### src/rtl/core/rsc_pkg.sv
package rsc_pkg;

    localparam int MASK_BITS     = 16;
    localparam int MASK_IDX_BITS = 4;
    localparam int SLOT_EXT_BITS = 7;
    localparam int CFG_BITS      = 8;
    localparam int SLOT_OUT_BITS = 5;

    localparam logic [31:0]         AGE_LIMIT         = 32'h7FFF_FFFF;
    localparam logic [CFG_BITS-1:0] PENDING_LIMIT_RST = 8'd10;
    localparam logic [CFG_BITS-1:0] BYPASS_ID_RST     = 8'h1F;

    typedef enum logic [0:0] {
        CFG_PENDING_LIMIT = 1'b0,
        CFG_BYPASS_ID     = 1'b1
    } cfg_idx_t;

    typedef enum logic [2:0] {
        ST_IDLE,
        ST_SCAN,
        ST_DRAIN,
        ST_DECIDE,
        ST_EMIT
    } rsc_state_t;

    // one read beat coming back from the tag memory
    typedef struct packed {
        logic clear;
        logic beat;
        logic entry_valid;
        logic pinned;
    } scan_ctl_t;

    typedef struct packed {
        logic hit_found;
        logic empty_found;
        logic pick_found;
    } scan_stat_t;

    typedef struct packed {
        logic [SLOT_OUT_BITS-1:0] slot_index;
        logic                     failed;
        logic                     hit;
        logic                     loaded;
        logic                     evicted;
        logic                     miss_seen;
        logic                     clear_req_slot;
        logic                     clear_req_busy;
    } rsc_result_t;

endpackage

### src/rtl/core/rsc_if.sv
interface rsc_req_if;
    logic        valid;
    logic        ready;
    logic [7:0]  res_id;
    logic        res_valid;
    logic        loading_blocked;
    logic [7:0]  pending_count;
    logic [31:0] current_time;
    logic [15:0] pinned_mask;
    logic [15:0] slot_busy_mask;
    logic        requester_busy;

    modport source (
        output valid, res_id, res_valid, loading_blocked, pending_count,
               current_time, pinned_mask, slot_busy_mask, requester_busy,
        input  ready
    );
    modport sink (
        input  valid, res_id, res_valid, loading_blocked, pending_count,
               current_time, pinned_mask, slot_busy_mask, requester_busy,
        output ready
    );
endinterface

interface rsc_rsp_if;
    logic       valid;
    logic       ready;
    logic [4:0] slot_index;
    logic       failed;
    logic       hit;
    logic       loaded;
    logic       evicted;
    logic       miss_seen;
    logic       clear_req_slot;
    logic       clear_req_busy;

    modport source (
        output valid, slot_index, failed, hit, loaded, evicted, miss_seen,
               clear_req_slot, clear_req_busy,
        input  ready
    );
    modport sink (
        input  valid, slot_index, failed, hit, loaded, evicted, miss_seen,
               clear_req_slot, clear_req_busy,
        output ready
    );
endinterface

### src/rtl/core/rsc_tag_mem.sv
module rsc_tag_mem #(
    parameter int SLOTS     = 16,
    parameter int ID_BITS   = 8,
    parameter int AGE_BITS  = 32,
    parameter int SLOT_BITS = 4
) (
    input  logic                 clk,
    input  logic                 wr_en,
    input  logic [SLOT_BITS-1:0] wr_addr,
    input  logic [ID_BITS-1:0]   wr_id,
    input  logic [AGE_BITS-1:0]  wr_age,
    input  logic                 rd_en,
    input  logic [SLOT_BITS-1:0] rd_addr,
    output logic [ID_BITS-1:0]   rd_id,
    output logic [AGE_BITS-1:0]  rd_age
);

    logic [ID_BITS-1:0]  id_mem  [SLOTS];
    logic [AGE_BITS-1:0] age_mem [SLOTS];
    logic [ID_BITS-1:0]  rd_id_reg;
    logic [AGE_BITS-1:0] rd_age_reg;

    always_ff @(posedge clk)
    begin
        if (wr_en)
        begin
            id_mem[wr_addr]  <= wr_id;
            age_mem[wr_addr] <= wr_age;
        end
        if (rd_en)
        begin
            rd_id_reg  <= id_mem[rd_addr];
            rd_age_reg <= age_mem[rd_addr];
        end
    end

    assign rd_id  = rd_id_reg;
    assign rd_age = rd_age_reg;

endmodule

### src/rtl/core/rsc_scan.sv
module rsc_scan
    import rsc_pkg::*;
#(
    parameter int ID_BITS   = 8,
    parameter int AGE_BITS  = 32,
    parameter int SLOT_BITS = 4
) (
    input  logic                 clk,
    input  logic                 rst_n,
    input  scan_ctl_t            ctl,
    input  logic [SLOT_BITS-1:0] beat_slot,
    input  logic [ID_BITS-1:0]   req_id,
    input  logic [ID_BITS-1:0]   rd_id,
    input  logic [AGE_BITS-1:0]  rd_age,
    output scan_stat_t           stat,
    output logic [SLOT_BITS-1:0] hit_slot,
    output logic [SLOT_BITS-1:0] empty_slot,
    output logic [SLOT_BITS-1:0] pick_slot
);

    logic                 hit_found_reg;
    logic                 empty_found_reg;
    logic                 pick_found_reg;
    logic [SLOT_BITS-1:0] hit_slot_reg;
    logic [SLOT_BITS-1:0] empty_slot_reg;
    logic [SLOT_BITS-1:0] pick_slot_reg;
    logic [AGE_BITS-1:0]  best_age_reg;
    logic [31:0]          age_ext;
    logic                 take_hit;
    logic                 take_empty;
    logic                 take_pick;

    always_comb
    begin
        age_ext    = 32'(rd_age);
        take_hit   = ctl.beat && ctl.entry_valid && !hit_found_reg && (rd_id == req_id);
        take_empty = ctl.beat && !ctl.entry_valid && !empty_found_reg;
        // strict compare in ascending order keeps ties on the lowest slot
        take_pick  = ctl.beat && ctl.entry_valid && !ctl.pinned && (age_ext < AGE_LIMIT)
                     && (!pick_found_reg || (rd_age < best_age_reg));
    end

    always_ff @(posedge clk or negedge rst_n)
    begin
        if (!rst_n)
        begin
            hit_found_reg   <= 1'b0;
            empty_found_reg <= 1'b0;
            pick_found_reg  <= 1'b0;
        end
        else if (ctl.clear)
        begin
            hit_found_reg   <= 1'b0;
            empty_found_reg <= 1'b0;
            pick_found_reg  <= 1'b0;
        end
        else
        begin
            if (take_hit)
                hit_found_reg <= 1'b1;
            if (take_empty)
                empty_found_reg <= 1'b1;
            if (take_pick)
                pick_found_reg <= 1'b1;
        end
    end

    always_ff @(posedge clk)
    begin
        if (take_hit)
            hit_slot_reg <= beat_slot;
        if (take_empty)
            empty_slot_reg <= beat_slot;
        if (take_pick)
        begin
            pick_slot_reg <= beat_slot;
            best_age_reg  <= rd_age;
        end
    end

    assign stat.hit_found   = hit_found_reg;
    assign stat.empty_found = empty_found_reg;
    assign stat.pick_found  = pick_found_reg;
    assign hit_slot         = hit_slot_reg;
    assign empty_slot       = empty_slot_reg;
    assign pick_slot        = pick_slot_reg;

endmodule

### src/rtl/core/rsc_ctrl.sv
module rsc_ctrl
    import rsc_pkg::*;
#(
    parameter int SLOTS     = 16,
    parameter int ID_BITS   = 8,
    parameter int AGE_BITS  = 32,
    parameter int SLOT_BITS = 4
) (
    input  logic                 clk,
    input  logic                 rst_n,
    input  logic                 cfg_we,
    input  logic [0:0]           cfg_index,
    input  logic [CFG_BITS-1:0]  cfg_wdata,
    rsc_req_if.sink              req,
    rsc_rsp_if.source            rsp,
    output logic                 rd_en,
    output logic [SLOT_BITS-1:0] rd_addr,
    output logic                 wr_en,
    output logic [SLOT_BITS-1:0] wr_addr,
    output logic [ID_BITS-1:0]   wr_id,
    output logic [AGE_BITS-1:0]  wr_age,
    output scan_ctl_t            scan_ctl,
    output logic [SLOT_BITS-1:0] beat_slot,
    output logic [ID_BITS-1:0]   req_id,
    input  scan_stat_t           stat,
    input  logic [SLOT_BITS-1:0] hit_slot,
    input  logic [SLOT_BITS-1:0] empty_slot,
    input  logic [SLOT_BITS-1:0] pick_slot
);

    localparam logic [SLOT_BITS-1:0] LAST_SLOT = SLOT_BITS'(SLOTS - 1);

    rsc_state_t state_reg, state_next;

    logic [CFG_BITS-1:0]  pending_limit_reg;
    logic [CFG_BITS-1:0]  bypass_id_reg;
    logic [ID_BITS-1:0]   id_reg;
    logic [AGE_BITS-1:0]  now_reg;
    logic [MASK_BITS-1:0] pinned_reg;
    logic [MASK_BITS-1:0] busy_reg;
    logic                 req_busy_reg;
    logic                 miss_fail_reg;
    logic [SLOT_BITS-1:0] addr_reg;
    logic                 beat_reg;
    logic [SLOT_BITS-1:0] beat_slot_reg;
    logic                 beat_valid_reg;
    logic                 beat_pinned_reg;
    logic [SLOTS-1:0]     valid_reg;
    rsc_result_t          pend_reg;
    rsc_result_t          out_reg;
    logic                 out_valid_reg;

    logic                     accept;
    logic                     is_bypass;
    logic                     out_free;
    logic                     pin_bit;
    logic                     busy_bit;
    logic [SLOT_EXT_BITS-1:0] addr_w;
    logic [SLOT_EXT_BITS-1:0] pick_w;
    logic                     load_slot;
    logic [SLOT_BITS-1:0]     load_addr;
    rsc_result_t              dec_res;
    rsc_result_t              early_res;

    assign accept    = req.valid && req.ready;
    assign is_bypass = (req.res_id == bypass_id_reg);
    assign out_free  = !out_valid_reg || rsp.ready;

    // next state
    always_comb
    begin
        state_next = state_reg;
        unique case (state_reg)
            ST_IDLE:
            begin
                if (accept)
                    state_next = (is_bypass || !req.res_valid) ? ST_EMIT : ST_SCAN;
            end
            ST_SCAN:
            begin
                if (addr_reg == LAST_SLOT)
                    state_next = ST_DRAIN;
            end
            ST_DRAIN:  state_next = ST_DECIDE;
            ST_DECIDE: state_next = ST_EMIT;
            ST_EMIT:
            begin
                if (out_free)
                    state_next = ST_IDLE;
            end
            default:   state_next = ST_IDLE;
        endcase
    end

    // decision over the scan result
    always_comb
    begin
        pick_w    = SLOT_EXT_BITS'(pick_slot);
        busy_bit  = (pick_w < SLOT_EXT_BITS'(MASK_BITS)) && busy_reg[pick_w[MASK_IDX_BITS-1:0]];
        dec_res   = '0;
        load_slot = 1'b0;
        load_addr = pick_slot;
        priority if (stat.hit_found)
        begin
            dec_res.slot_index     = SLOT_OUT_BITS'(hit_slot);
            dec_res.hit            = 1'b1;
            dec_res.clear_req_slot = !req_busy_reg;
        end
        else if (miss_fail_reg)
        begin
            dec_res.failed    = 1'b1;
            dec_res.miss_seen = 1'b1;
        end
        else if (stat.empty_found)
        begin
            load_slot              = 1'b1;
            load_addr              = empty_slot;
            dec_res.slot_index     = SLOT_OUT_BITS'(empty_slot);
            dec_res.loaded         = 1'b1;
            dec_res.miss_seen      = 1'b1;
            dec_res.clear_req_slot = !req_busy_reg;
        end
        else if (!stat.pick_found || busy_bit)
        begin
            dec_res.failed    = 1'b1;
            dec_res.miss_seen = 1'b1;
        end
        else
        begin
            load_slot              = 1'b1;
            dec_res.slot_index     = SLOT_OUT_BITS'(pick_slot);
            dec_res.loaded         = 1'b1;
            dec_res.evicted        = 1'b1;
            dec_res.miss_seen      = 1'b1;
            dec_res.clear_req_slot = 1'b1;
            dec_res.clear_req_busy = 1'b1;
        end
    end

    // state outputs
    always_comb
    begin
        addr_w    = SLOT_EXT_BITS'(addr_reg);
        pin_bit   = (addr_w < SLOT_EXT_BITS'(MASK_BITS)) && pinned_reg[addr_w[MASK_IDX_BITS-1:0]];
        req.ready = (state_reg == ST_IDLE);
        rd_en     = (state_reg == ST_SCAN);
        wr_en     = (state_reg == ST_DECIDE) && load_slot;
        early_res = '0;
        if (is_bypass)
            early_res.slot_index = SLOT_OUT_BITS'(SLOTS);
        else
            early_res.failed = 1'b1;
    end

    assign rd_addr  = addr_reg;
    assign wr_addr  = load_addr;
    assign wr_id    = id_reg;
    assign wr_age   = now_reg;
    assign req_id   = id_reg;
    assign beat_slot = beat_slot_reg;

    assign scan_ctl.clear       = (state_reg == ST_IDLE);
    assign scan_ctl.beat        = beat_reg;
    assign scan_ctl.entry_valid = beat_valid_reg;
    assign scan_ctl.pinned      = beat_pinned_reg;

    always_ff @(posedge clk or negedge rst_n)
    begin
        if (!rst_n)
        begin
            state_reg         <= ST_IDLE;
            pending_limit_reg <= PENDING_LIMIT_RST;
            bypass_id_reg     <= BYPASS_ID_RST;
            addr_reg          <= '0;
            beat_reg          <= 1'b0;
            valid_reg         <= '0;
            out_valid_reg     <= 1'b0;
        end
        else
        begin
            state_reg <= state_next;
            if (cfg_we)
            begin
                unique case (cfg_idx_t'(cfg_index))
                    CFG_PENDING_LIMIT: pending_limit_reg <= cfg_wdata;
                    CFG_BYPASS_ID:     bypass_id_reg     <= cfg_wdata;
                    default:           ;
                endcase
            end
            if (state_reg == ST_SCAN)
                addr_reg <= addr_reg + SLOT_BITS'(1);
            else
                addr_reg <= '0;
            beat_reg <= rd_en;
            if (wr_en)
                valid_reg[load_addr] <= 1'b1;
            if ((state_reg == ST_EMIT) && out_free)
                out_valid_reg <= 1'b1;
            else if (rsp.ready)
                out_valid_reg <= 1'b0;
        end
    end

    always_ff @(posedge clk)
    begin
        if (accept)
        begin
            id_reg        <= ID_BITS'(req.res_id);
            now_reg       <= AGE_BITS'(req.current_time);
            pinned_reg    <= req.pinned_mask;
            busy_reg      <= req.slot_busy_mask;
            req_busy_reg  <= req.requester_busy;
            miss_fail_reg <= req.loading_blocked || (req.pending_count >= pending_limit_reg);
            pend_reg      <= early_res;
        end
        else if (state_reg == ST_DECIDE)
            pend_reg <= dec_res;
        beat_slot_reg   <= addr_reg;
        beat_valid_reg  <= valid_reg[addr_reg];
        beat_pinned_reg <= pin_bit;
        if ((state_reg == ST_EMIT) && out_free)
            out_reg <= pend_reg;
    end

    assign rsp.valid          = out_valid_reg;
    assign rsp.slot_index     = out_reg.slot_index;
    assign rsp.failed         = out_reg.failed;
    assign rsp.hit            = out_reg.hit;
    assign rsp.loaded         = out_reg.loaded;
    assign rsp.evicted        = out_reg.evicted;
    assign rsp.miss_seen      = out_reg.miss_seen;
    assign rsp.clear_req_slot = out_reg.clear_req_slot;
    assign rsp.clear_req_busy = out_reg.clear_req_busy;

endmodule

### src/rtl/core/resource_slot_cache_oldest_replace_unit.sv
// resource slot cache, fully associative, oldest load age replaced
//
// req channel: one beat per request (resource id, validity, load gating,
// time stamp, pinned and busy masks). rsp channel: one beat per request with
// the resolved slot and the hit / loaded / evicted / miss / clear marks.
// cfg port: cfg_we with cfg_index 0 writes pending_limit, 1 writes bypass_id.
//
// a request is taken only when the unit is idle. the bypass id and invalid
// resources go straight to the emit state; any other request walks the tag
// memory one slot per cycle, then passes the drain and decide states before
// it is answered, and the next request can be taken in the cycle that the
// answer is presented. the single read port of the tag memory is why the
// walk reads one slot at a time.
// reset empties all slots and loads pending_limit 10 and bypass_id 0x1F.
// the result sits in an output register; while rsp is stalled a new request
// can still be taken and scanned, and it then waits for that register.
module resource_slot_cache_oldest_replace_unit
    import rsc_pkg::*;
#(
    parameter int SLOTS    = 16,
    parameter int ID_BITS  = 8,
    parameter int AGE_BITS = 32
) (
    input  logic                clk,
    input  logic                rst_n,
    input  logic                cfg_we,
    input  logic [0:0]          cfg_index,
    input  logic [CFG_BITS-1:0] cfg_wdata,
    rsc_req_if.sink             req,
    rsc_rsp_if.source           rsp
);

    localparam int SLOT_BITS = $clog2(SLOTS);

    logic                 rd_en;
    logic [SLOT_BITS-1:0] rd_addr;
    logic                 wr_en;
    logic [SLOT_BITS-1:0] wr_addr;
    logic [ID_BITS-1:0]   wr_id;
    logic [AGE_BITS-1:0]  wr_age;
    logic [ID_BITS-1:0]   rd_id;
    logic [AGE_BITS-1:0]  rd_age;
    scan_ctl_t            scan_ctl;
    scan_stat_t           stat;
    logic [SLOT_BITS-1:0] beat_slot;
    logic [ID_BITS-1:0]   req_id;
    logic [SLOT_BITS-1:0] hit_slot;
    logic [SLOT_BITS-1:0] empty_slot;
    logic [SLOT_BITS-1:0] pick_slot;

    rsc_ctrl #(
        .SLOTS     (SLOTS),
        .ID_BITS   (ID_BITS),
        .AGE_BITS  (AGE_BITS),
        .SLOT_BITS (SLOT_BITS)
    ) u_ctrl (
        .clk        (clk),
        .rst_n      (rst_n),
        .cfg_we     (cfg_we),
        .cfg_index  (cfg_index),
        .cfg_wdata  (cfg_wdata),
        .req        (req),
        .rsp        (rsp),
        .rd_en      (rd_en),
        .rd_addr    (rd_addr),
        .wr_en      (wr_en),
        .wr_addr    (wr_addr),
        .wr_id      (wr_id),
        .wr_age     (wr_age),
        .scan_ctl   (scan_ctl),
        .beat_slot  (beat_slot),
        .req_id     (req_id),
        .stat       (stat),
        .hit_slot   (hit_slot),
        .empty_slot (empty_slot),
        .pick_slot  (pick_slot)
    );

    rsc_tag_mem #(
        .SLOTS     (SLOTS),
        .ID_BITS   (ID_BITS),
        .AGE_BITS  (AGE_BITS),
        .SLOT_BITS (SLOT_BITS)
    ) u_tag_mem (
        .clk     (clk),
        .wr_en   (wr_en),
        .wr_addr (wr_addr),
        .wr_id   (wr_id),
        .wr_age  (wr_age),
        .rd_en   (rd_en),
        .rd_addr (rd_addr),
        .rd_id   (rd_id),
        .rd_age  (rd_age)
    );

    rsc_scan #(
        .ID_BITS   (ID_BITS),
        .AGE_BITS  (AGE_BITS),
        .SLOT_BITS (SLOT_BITS)
    ) u_scan (
        .clk        (clk),
        .rst_n      (rst_n),
        .ctl        (scan_ctl),
        .beat_slot  (beat_slot),
        .req_id     (req_id),
        .rd_id      (rd_id),
        .rd_age     (rd_age),
        .stat       (stat),
        .hit_slot   (hit_slot),
        .empty_slot (empty_slot),
        .pick_slot  (pick_slot)
    );

`ifndef SYNTHESIS
    a_hit_clean: assert property (@(posedge clk) disable iff (!rst_n)
        rsp.valid && rsp.hit |-> !rsp.failed && !rsp.loaded && !rsp.miss_seen)
        else $error("hit beat carries miss or load marks");

    a_load_miss: assert property (@(posedge clk) disable iff (!rst_n)
        rsp.valid && rsp.loaded |-> rsp.miss_seen && !rsp.failed)
        else $error("load without miss");

    a_evict_clear: assert property (@(posedge clk) disable iff (!rst_n)
        rsp.valid && rsp.evicted |-> rsp.loaded && rsp.clear_req_slot && rsp.clear_req_busy)
        else $error("eviction without requester clear");

    a_one_at_a_time: assert property (@(posedge clk) disable iff (!rst_n)
        req.valid && req.ready |=> !req.ready)
        else $error("request taken while busy");
`endif

endmodule

### src/flat_wrapper.sv
// flat-port wrapper written by rule: the top's interface ports become plain ports
module resource_slot_cache_oldest_replace_unit_flat import rsc_pkg::*;
#(
    parameter int SLOTS    = 16,
    parameter int ID_BITS  = 8,
    parameter int AGE_BITS = 32
)
  (clk, rst_n, cfg_we, cfg_index, cfg_wdata, req_valid, req_res_id, req_res_valid, req_loading_blocked, req_pending_count, req_current_time, req_pinned_mask, req_slot_busy_mask, req_requester_busy, req_ready, rsp_valid, rsp_slot_index, rsp_failed, rsp_hit, rsp_loaded, rsp_evicted, rsp_miss_seen, rsp_clear_req_slot, rsp_clear_req_busy, rsp_ready);
  rsc_req_if req_i ();
  rsc_rsp_if rsp_i ();
  input  logic clk;
  input  logic rst_n;
  input  logic cfg_we;
  input  logic [0:0] cfg_index;
  input  logic [CFG_BITS-1:0] cfg_wdata;
  input wire logic [$bits(req_i.valid)-1:0] req_valid;
  input wire logic [$bits(req_i.res_id)-1:0] req_res_id;
  input wire logic [$bits(req_i.res_valid)-1:0] req_res_valid;
  input wire logic [$bits(req_i.loading_blocked)-1:0] req_loading_blocked;
  input wire logic [$bits(req_i.pending_count)-1:0] req_pending_count;
  input wire logic [$bits(req_i.current_time)-1:0] req_current_time;
  input wire logic [$bits(req_i.pinned_mask)-1:0] req_pinned_mask;
  input wire logic [$bits(req_i.slot_busy_mask)-1:0] req_slot_busy_mask;
  input wire logic [$bits(req_i.requester_busy)-1:0] req_requester_busy;
  output wire logic [$bits(req_i.ready)-1:0] req_ready;
  output wire logic [$bits(rsp_i.valid)-1:0] rsp_valid;
  output wire logic [$bits(rsp_i.slot_index)-1:0] rsp_slot_index;
  output wire logic [$bits(rsp_i.failed)-1:0] rsp_failed;
  output wire logic [$bits(rsp_i.hit)-1:0] rsp_hit;
  output wire logic [$bits(rsp_i.loaded)-1:0] rsp_loaded;
  output wire logic [$bits(rsp_i.evicted)-1:0] rsp_evicted;
  output wire logic [$bits(rsp_i.miss_seen)-1:0] rsp_miss_seen;
  output wire logic [$bits(rsp_i.clear_req_slot)-1:0] rsp_clear_req_slot;
  output wire logic [$bits(rsp_i.clear_req_busy)-1:0] rsp_clear_req_busy;
  input wire logic [$bits(rsp_i.ready)-1:0] rsp_ready;
  assign req_i.valid = req_valid;
  assign req_i.res_id = req_res_id;
  assign req_i.res_valid = req_res_valid;
  assign req_i.loading_blocked = req_loading_blocked;
  assign req_i.pending_count = req_pending_count;
  assign req_i.current_time = req_current_time;
  assign req_i.pinned_mask = req_pinned_mask;
  assign req_i.slot_busy_mask = req_slot_busy_mask;
  assign req_i.requester_busy = req_requester_busy;
  assign req_ready = req_i.ready;
  assign rsp_valid = rsp_i.valid;
  assign rsp_slot_index = rsp_i.slot_index;
  assign rsp_failed = rsp_i.failed;
  assign rsp_hit = rsp_i.hit;
  assign rsp_loaded = rsp_i.loaded;
  assign rsp_evicted = rsp_i.evicted;
  assign rsp_miss_seen = rsp_i.miss_seen;
  assign rsp_clear_req_slot = rsp_i.clear_req_slot;
  assign rsp_clear_req_busy = rsp_i.clear_req_busy;
  assign rsp_i.ready = rsp_ready;
  resource_slot_cache_oldest_replace_unit #(.SLOTS(SLOTS), .ID_BITS(ID_BITS), .AGE_BITS(AGE_BITS)) u_core (.clk(clk), .rst_n(rst_n), .cfg_we(cfg_we), .cfg_index(cfg_index), .cfg_wdata(cfg_wdata), .req(req_i), .rsp(rsp_i));
endmodule
### config.mk
export PLATFORM = sky130hd
export DESIGN_NAME = resource_slot_cache_oldest_replace_unit_flat
export DESIGN_NICKNAME = d
export VERILOG_FILES = /design/src/rtl/core/rsc_pkg.sv /design/src/rtl/core/rsc_if.sv /design/src/rtl/core/rsc_tag_mem.sv /design/src/rtl/core/rsc_scan.sv /design/src/rtl/core/rsc_ctrl.sv /design/src/rtl/core/resource_slot_cache_oldest_replace_unit.sv /design/src/flat_wrapper.sv
export SDC_FILE = /design/constraint.sdc
export NUM_CORES = 1
export LEC_CHECK = 0
export BUFFER_PORTS_ARGS = -buffer_cell sky130_fd_sc_hd__clkbuf_2
export CAP_MARGIN = 30
export CORE_MARGIN = 2
export CORE_UTILIZATION = 43
export DETAILED_ROUTE_END_ITERATION = 10
export GPL_TIMING_DRIVEN = 0
export PLACE_DENSITY = 0.67
export SLEW_MARGIN = 10
export SYNTH_ARGS = -nofsm -noshare
export SYNTH_HDL_FRONTEND = slang
export SYNTH_HIERARCHICAL = 1
export SYNTH_SLANG_ARGS = --single-unit
### constraint.sdc
create_clock -name clk -period 5.34 [get_ports clk]
set_clock_uncertainty 0.1 [all_clocks]
set_input_delay 0.534 -clock clk [delete_from_list [all_inputs] [get_ports clk]]
set_output_delay 0.534 -clock clk [all_outputs]
set_load 0.03 [all_outputs]
# == Word level (Yosys, flattened, before mapping) ==
# Memories as Yosys holds them, arrays and structs flattened. A register that Yosys moved wholly into a read port is not among the register bits.
# Index checks and enable logic that the tools add are counted.
# totals
ff_bits,192
ramBits,640
in_bits,97
out_inout_bits,14
word_cells,148
memories,2
# mem_list
name,words,width,read_ports,rd_clocked_by_memory_dff,write_ports,line,text
u_core.u_tag_mem.age_mem,16,32,1,1,1,rsc_tag_mem.sv:19,logic [AGE_BITS-1:0] age_mem [SLOTS];
u_core.u_tag_mem.id_mem,16,8,1,1,1,rsc_tag_mem.sv:18,logic [ID_BITS-1:0] id_mem [SLOTS];
# op_classes
add_sub_neg,1
order_cmp,7
n_eq_ne,10
mux,53
bitwise_logic,2
reduce_logical,34
# op_table
op,count
32-bit by 31-bit < comparator with 1-bit output (second input constant),1
32-bit < comparator,1
1-bit 2-to-1 mux,29
4-bit 2-to-1 mux,7
12-bit 2-to-1 mux,2
8-bit == test,2
16-bit OR,1
4-bit by 5-bit < comparator with 1-bit output (second input constant),3
3-bit 2-to-1 mux,5
3-bit one-hot mux with 5 select lines,1
1-bit binary-select mux with 4-bit select,3
1-bit logical AND,12
5-bit 2-to-1 mux,2
2-bit nonzero test,5
8-bit >= comparator,1
1-bit logical NOT,8
3-bit by 2-bit == test with 1-bit output (second input constant),2
2-bit 2-to-1 mux,3
1-bit logical OR,5
4-bit by 1-bit adder with 4-bit output (second input constant),1
1-bit demux with 4-bit select,1
4-bit == test (second input constant),1
4-bit by 1-bit >= comparator with 1-bit output (second input constant),1
2-bit by 1-bit != test with 1-bit output (second input constant),2
7 further kinds,8

# == Logic depth before layout (Yosys ltp) ==
# depth
ltp_word,10
depth_mapped,9
depth_no_buf,8

# == By module ==
# The synthesis kept the hierarchy.
# modules_own_cells
module,n_inst,cells_per_inst,area_each_um2,seq_area_each_um2
rsc_tag_mem,1,1040,25532.0,20419.6
rsc_ctrl,1,339,5574.1,3987.6
rsc_scan,1,191,2439.8,1396.3

# == Worst setup path after synthesis ==
# No wires, ideal clock.
# synth_path
kind,reg-to-reg
startpoint,register u_core.u_scan.pick_slot_reg[0] (netlist: u_core/u_scan/pick_slot[0])
endpoint,"memory u_core.u_tag_mem.age_mem[0][0], enable pin"
setup_time_ns,0.487
t_arrival_ns,5.105
t_required_ns,4.753
setup_slack_ns,-0.352
stages_incl_launch_ff,10
path_buffers,2
synth_period_minus_slack_ns,5.692
cell_sequence,edfxtp_1 -> buf_6 -> mux4_1 -> mux2_2 -> nor3b_2 -> nor3_2 -> nor2_4 -> buf_6 -> or3b_2 -> nor3_1
# synth_via
elab_chain_len,10
elab_cells_between_ends,13
classes_between,mux: 11; reduce/logical: 2
# synth_lines
element,line,text
start: declaration,rsc_scan.sv:26,logic [SLOT_BITS-1:0] pick_slot_reg;
start signal: assignment,rsc_scan.sv:76,pick_slot_reg <= beat_slot;
1-bit binary-select mux with 4-bit select,rsc_ctrl.sv:99,busy_bit = (pick_w < SLOT_EXT_BITS'(MASK_BITS)) && busy_reg[pick_w[MASK_IDX_BITS-1:0]];
1-bit 2-to-1 mux (not written as such),rsc_ctrl.sv:99,
1-bit logical OR,rsc_ctrl.sv:123,else if (!stat.pick_found || busy_bit)
1-bit 2-to-1 mux,rsc_ctrl.sv:123,
1-bit 2-to-1 mux,rsc_ctrl.sv:114,else if (stat.empty_found)
1-bit 2-to-1 mux,rsc_ctrl.sv:109,else if (miss_fail_reg)
1-bit 2-to-1 mux,rsc_ctrl.sv:103,priority if (stat.hit_found)
1-bit logical AND,rsc_ctrl.sv:147,wr_en = (state_reg == ST_DECIDE) && load_slot;
net u_core.wr_en,resource_slot_cache_oldest_replace_unit.sv:37,logic wr_en;
1-bit 2-to-1 mux,rsc_tag_mem.sv:25,if (wr_en)
1-bit 2-to-1 mux (not written as such),rsc_tag_mem.sv:28,age_mem[wr_addr] <= wr_age;
end: declaration,rsc_tag_mem.sv:19,
# The timed path passes the listed nets, and every way through them passes these cells. The select of a mux whose other input is x is not followed.

# == Final worst setup path ==
# layout_path
startpoint,register u_core.u_scan.pick_slot_reg[0] (netlist: u_core/u_scan/pick_slot[0])
endpoint,"memory u_core.u_tag_mem.age_mem[0][3], enable pin"
# Same word-level chain as after synthesis.

==> metrics.yaml <==
grt:
  antenna_found_initial: 0
  grt_max_degree: 52
  grt_util_all_layers: 0.1828
  grt_pass1_wl_um: 109600
  first_global_vias: 17525
  grt_overflow: 0
min_path:
  hold_class: "in2reg"
  min_from: "cfg_wdata[4]"
  hold_end: "u_core/u_ctrl/pending_limit_reg[4]$_DFFE_PN0P_"
  whs_path_depth: 3
logic_synthesis:
  synth-edff-count: 815
  yosysUniqueCellTypes: 61
  avgSynthCellArea_sq_um: 21.37
  syn-num-nets: 1707
  yosys_warnings: 6
  synthFlopType: "edfxtp_1"
  netlist_instances: 1570
  yosysTopAreaCell: "edfxtp_1"
  ys_seq_area_frac: 0.7692
  synth.top_cell.area_share: 0.7296
  synth-async-reset-ratio: 0.05057
  synth_seq_cells: 870
  synth_area_sq_mm: 0.03355
  netlist_top_cells_area: "edfxtp_1 73%, mux4_2 7.4%, mux4_1 5.0%"
setup_path:
  critPathArrivalTime_ns: 4.47
  slowest_stage: "mux4_1"
  r2r_end: "u_core/u_tag_mem/age_mem[0][3]$_DFFE_PP_"
  rrSetupSlack_ns: 1.10
  required_ns: 5.58
  path_buf_inv: 4
  max_stage_delay_ns: 0.61
  startpoint_type: "flop"
  crit_path_cell_trace: "buf_6, mux4_1, mux2_2, nor3b_2, nor3_2, nor2_4, buf_6, or3b_2, nor3_4, buf_16, buf_16"
  critPathKind: "reg2reg"
  cp_max_fo: 13
  cp_top_family: "simple AND/OR/NAND/NOR gates"
  crit-reg2reg-launch: "u_core/u_scan/pick_slot[0]$_DFFE_PP_"
  cp-end-kind: "flop"
  r2r.worst_path.cells: 11
die:
  die_y_um: 283.3
  start_util: 0.4338
  core_sq_mm: 0.07734
  dieArea_sq_mm: 0.08026
  fp.dieW_um: 283.3
  ios: 111
  rows: 102
route:
  drt_pass1_iterations: 6
  via_per_inst: 5.535
  routed_wl_um: 73270
  first_iter_violations: 1498
  antenna_left: 0
  drc_errors: 0
  via_count: 16600
  post_drt_wl_per_cell_um: 24.43
sta:
  slew_headroom: 0.4252
  rsz0062_at_grt: "no"
  fin_crit_sh: 0.7935
  worst_pin_slew_ns: 0.8622
  slew_viol_final: 0
  finalHoldViolCount: 0
  setup-violations-final: 0
  period_needed_ns: 4.237
  max_freq_ghz: 0.2360
pwr:
  leakagePower_nw: 13.58
  ir_drop_mv: 0.2580
  power.density_mw_per_mm2: 441.3
  p_total_w: 0.01772
finish:
  reg_top3: "u_core/u_tag_mem/age_mem: 512 flops, u_core/u_tag_mem/id_mem: 128 flops"
  layoutNonFillerInstCount: 2999
  mostFrequentLayoutCell: "edfxtp_1"
  largest_register_ffs: 512
  multi_input_area_sq_mm: 0.007137
  layout-drive-gt1-share: 0.2537
  syn_to_final_growth_pct: 19.68
  nets: 2026
  final_cell_mix: "815 x edfxtp_1, 110 x clkbuf_2, 110 x mux4_2, 89 x clkbuf_16, 85 x a22oi_1"
  seqCellArea_sq_mm: 0.02580
  fillers: 5947
  regMostFlops: "u_core/u_tag_mem/age_mem"
  num_antenna_cells: 0
clock_network:
  cts_resized: 0
  numCtsBuffers: 89
  clkTransAtPathRegs_ns: 0.06
  cts_root_buf: "clkbuf_16"
  clk_latency_ns: 0.64
  postCtsSetupBuffers: 0
  cts.htree.levels: 3
  numClockSinks: 870
  cts_buffer_depth: 3
  cts_tree: "yes"
status:
  status: "finished, final reports clean"
flow_run:
  drv_cap: 0
placement:
  gp_congestion: 0.7875
  portBuffers: 110
  dpl.hpwl_um: 47000
  dp.cells: 2763
-- metal layers --
metal  global-route usage  part of all wire
met5                    0                 0
met3              0.03696             0.068
met1               0.2493              0.42
met2               0.3001              0.49
met4              0.05225             0.024
-- cells by family after synthesis --
logic type / after synthesis / share of synthesized area
simple gates: 169 / 0.02443
flops: 870 / 0.7692
fa+ha+maj: 40 / 0.01492
compound gates: 158 / 0.03514
buf+inv: 124 / 0.02212
mux: 191 / 0.1295
xor+xnor: 18 / 0.004700
-- cell usage after synthesis (all sizes together), types with 3 or more instances --
master / number
o31ai: 3
mux4: 174
dfrtp: 37
mux2: 12
o21a: 3
o21ai: 16
a21o: 6
a21oi: 14
and3: 4
dfxtp: 11
nand2: 72
nand2b: 5
xnor2: 4
o2bb2ai: 3
nand3: 9
nor3: 6
and2: 4
nand4: 10
clkbuf: 33
nor2: 37
nand3b: 3
nor3b: 3
a22oi: 85
inv: 47
dfstp: 7
edfxtp: 815
nor4: 7
a31o: 16
nor2b: 3
buf: 44
xor2: 14
mux2i: 5
ha: 40
-- worst max path at each step --
stage,startpoint,end,slack (ns),cells after the start
floorplan,u_core/u_scan/pick_slot[0]$_DFFE_PP_,u_core/u_tag_mem/age_mem[8][0]$_DFFE_PP_,0.002,9
global placement,u_core/u_scan/pick_slot[0]$_DFFE_PP_,u_core/u_tag_mem/age_mem[8][12]$_DFFE_PP_,-3.56,9
detailed placement,u_core/u_scan/pick_slot[0]$_DFFE_PP_,u_core/u_tag_mem/age_mem[0][3]$_DFFE_PP_,1.21,11
CTS,u_core/u_scan/pick_slot[0]$_DFFE_PP_,u_core/u_tag_mem/age_mem[0][7]$_DFFE_PP_,1.18,11
global route,u_core/u_scan/pick_slot[0]$_DFFE_PP_,u_core/u_tag_mem/age_mem[0][4]$_DFFE_PP_,1.04,11
finish,u_core/u_scan/pick_slot[0]$_DFFE_PP_,u_core/u_tag_mem/age_mem[0][3]$_DFFE_PP_,1.10,11
-- repair_timing --
action | in CTS | in global routing
endpoints found under the setup margin | 0 | 0
endpoints found under the hold margin | 86 | 0
hold buffers | 74 | 0
-- stage by stage --
stage          hold slack, ns  setup WS [ns]  cell area, sq um  utilization  setup TNS, ns
4_1_cts              0.001896          1.179             40130       0.5189              0
3_5_place_dp           0.3045          1.210             36510       0.4721              0
6_report              0.03589          1.103             40150       0.5191              0
3_3_place_gp           0.3040         -3.558             35410       0.4579        -927.36
5_1_grt               0.01147          1.036             40150       0.5191              0
2_1_floorplan          0.1384       0.002467             33560            -              0
-- report_power, final --
part | internal (W) | switching (W)
registers | 0.00816 | 0.000380
logic | 0.00143 | 0.00161
clock network | 0.00360 | 0.00254
total | 0.0132 | 0.00453
-- worst register-to-register path, stage by stage, from the launching register on --
cell	delay, ns
edfxtp_1	0.33
buf_6	0.13
mux4_1	0.61
mux2_2	0.32
nor3b_2	0.22
nor3_2	0.10
nor2_4	0.27
buf_6	0.22
or3b_2	0.62
nor3_4	0.58
buf_16	0.24
buf_16	0.17
-- layout make-up --
class	count	share of cell area
flip-flops and latches	870	0.6427
multi-input cells	576	0.1778
inverters	47	0.004457
plain buffers	77	0.01409
well taps	1040	0.03241
clock inverters	56	0.01487
clock buffers	105	0.05697
repair buffers	228	0.05672
Note: power is estimated with default switching activity, not from simulation.
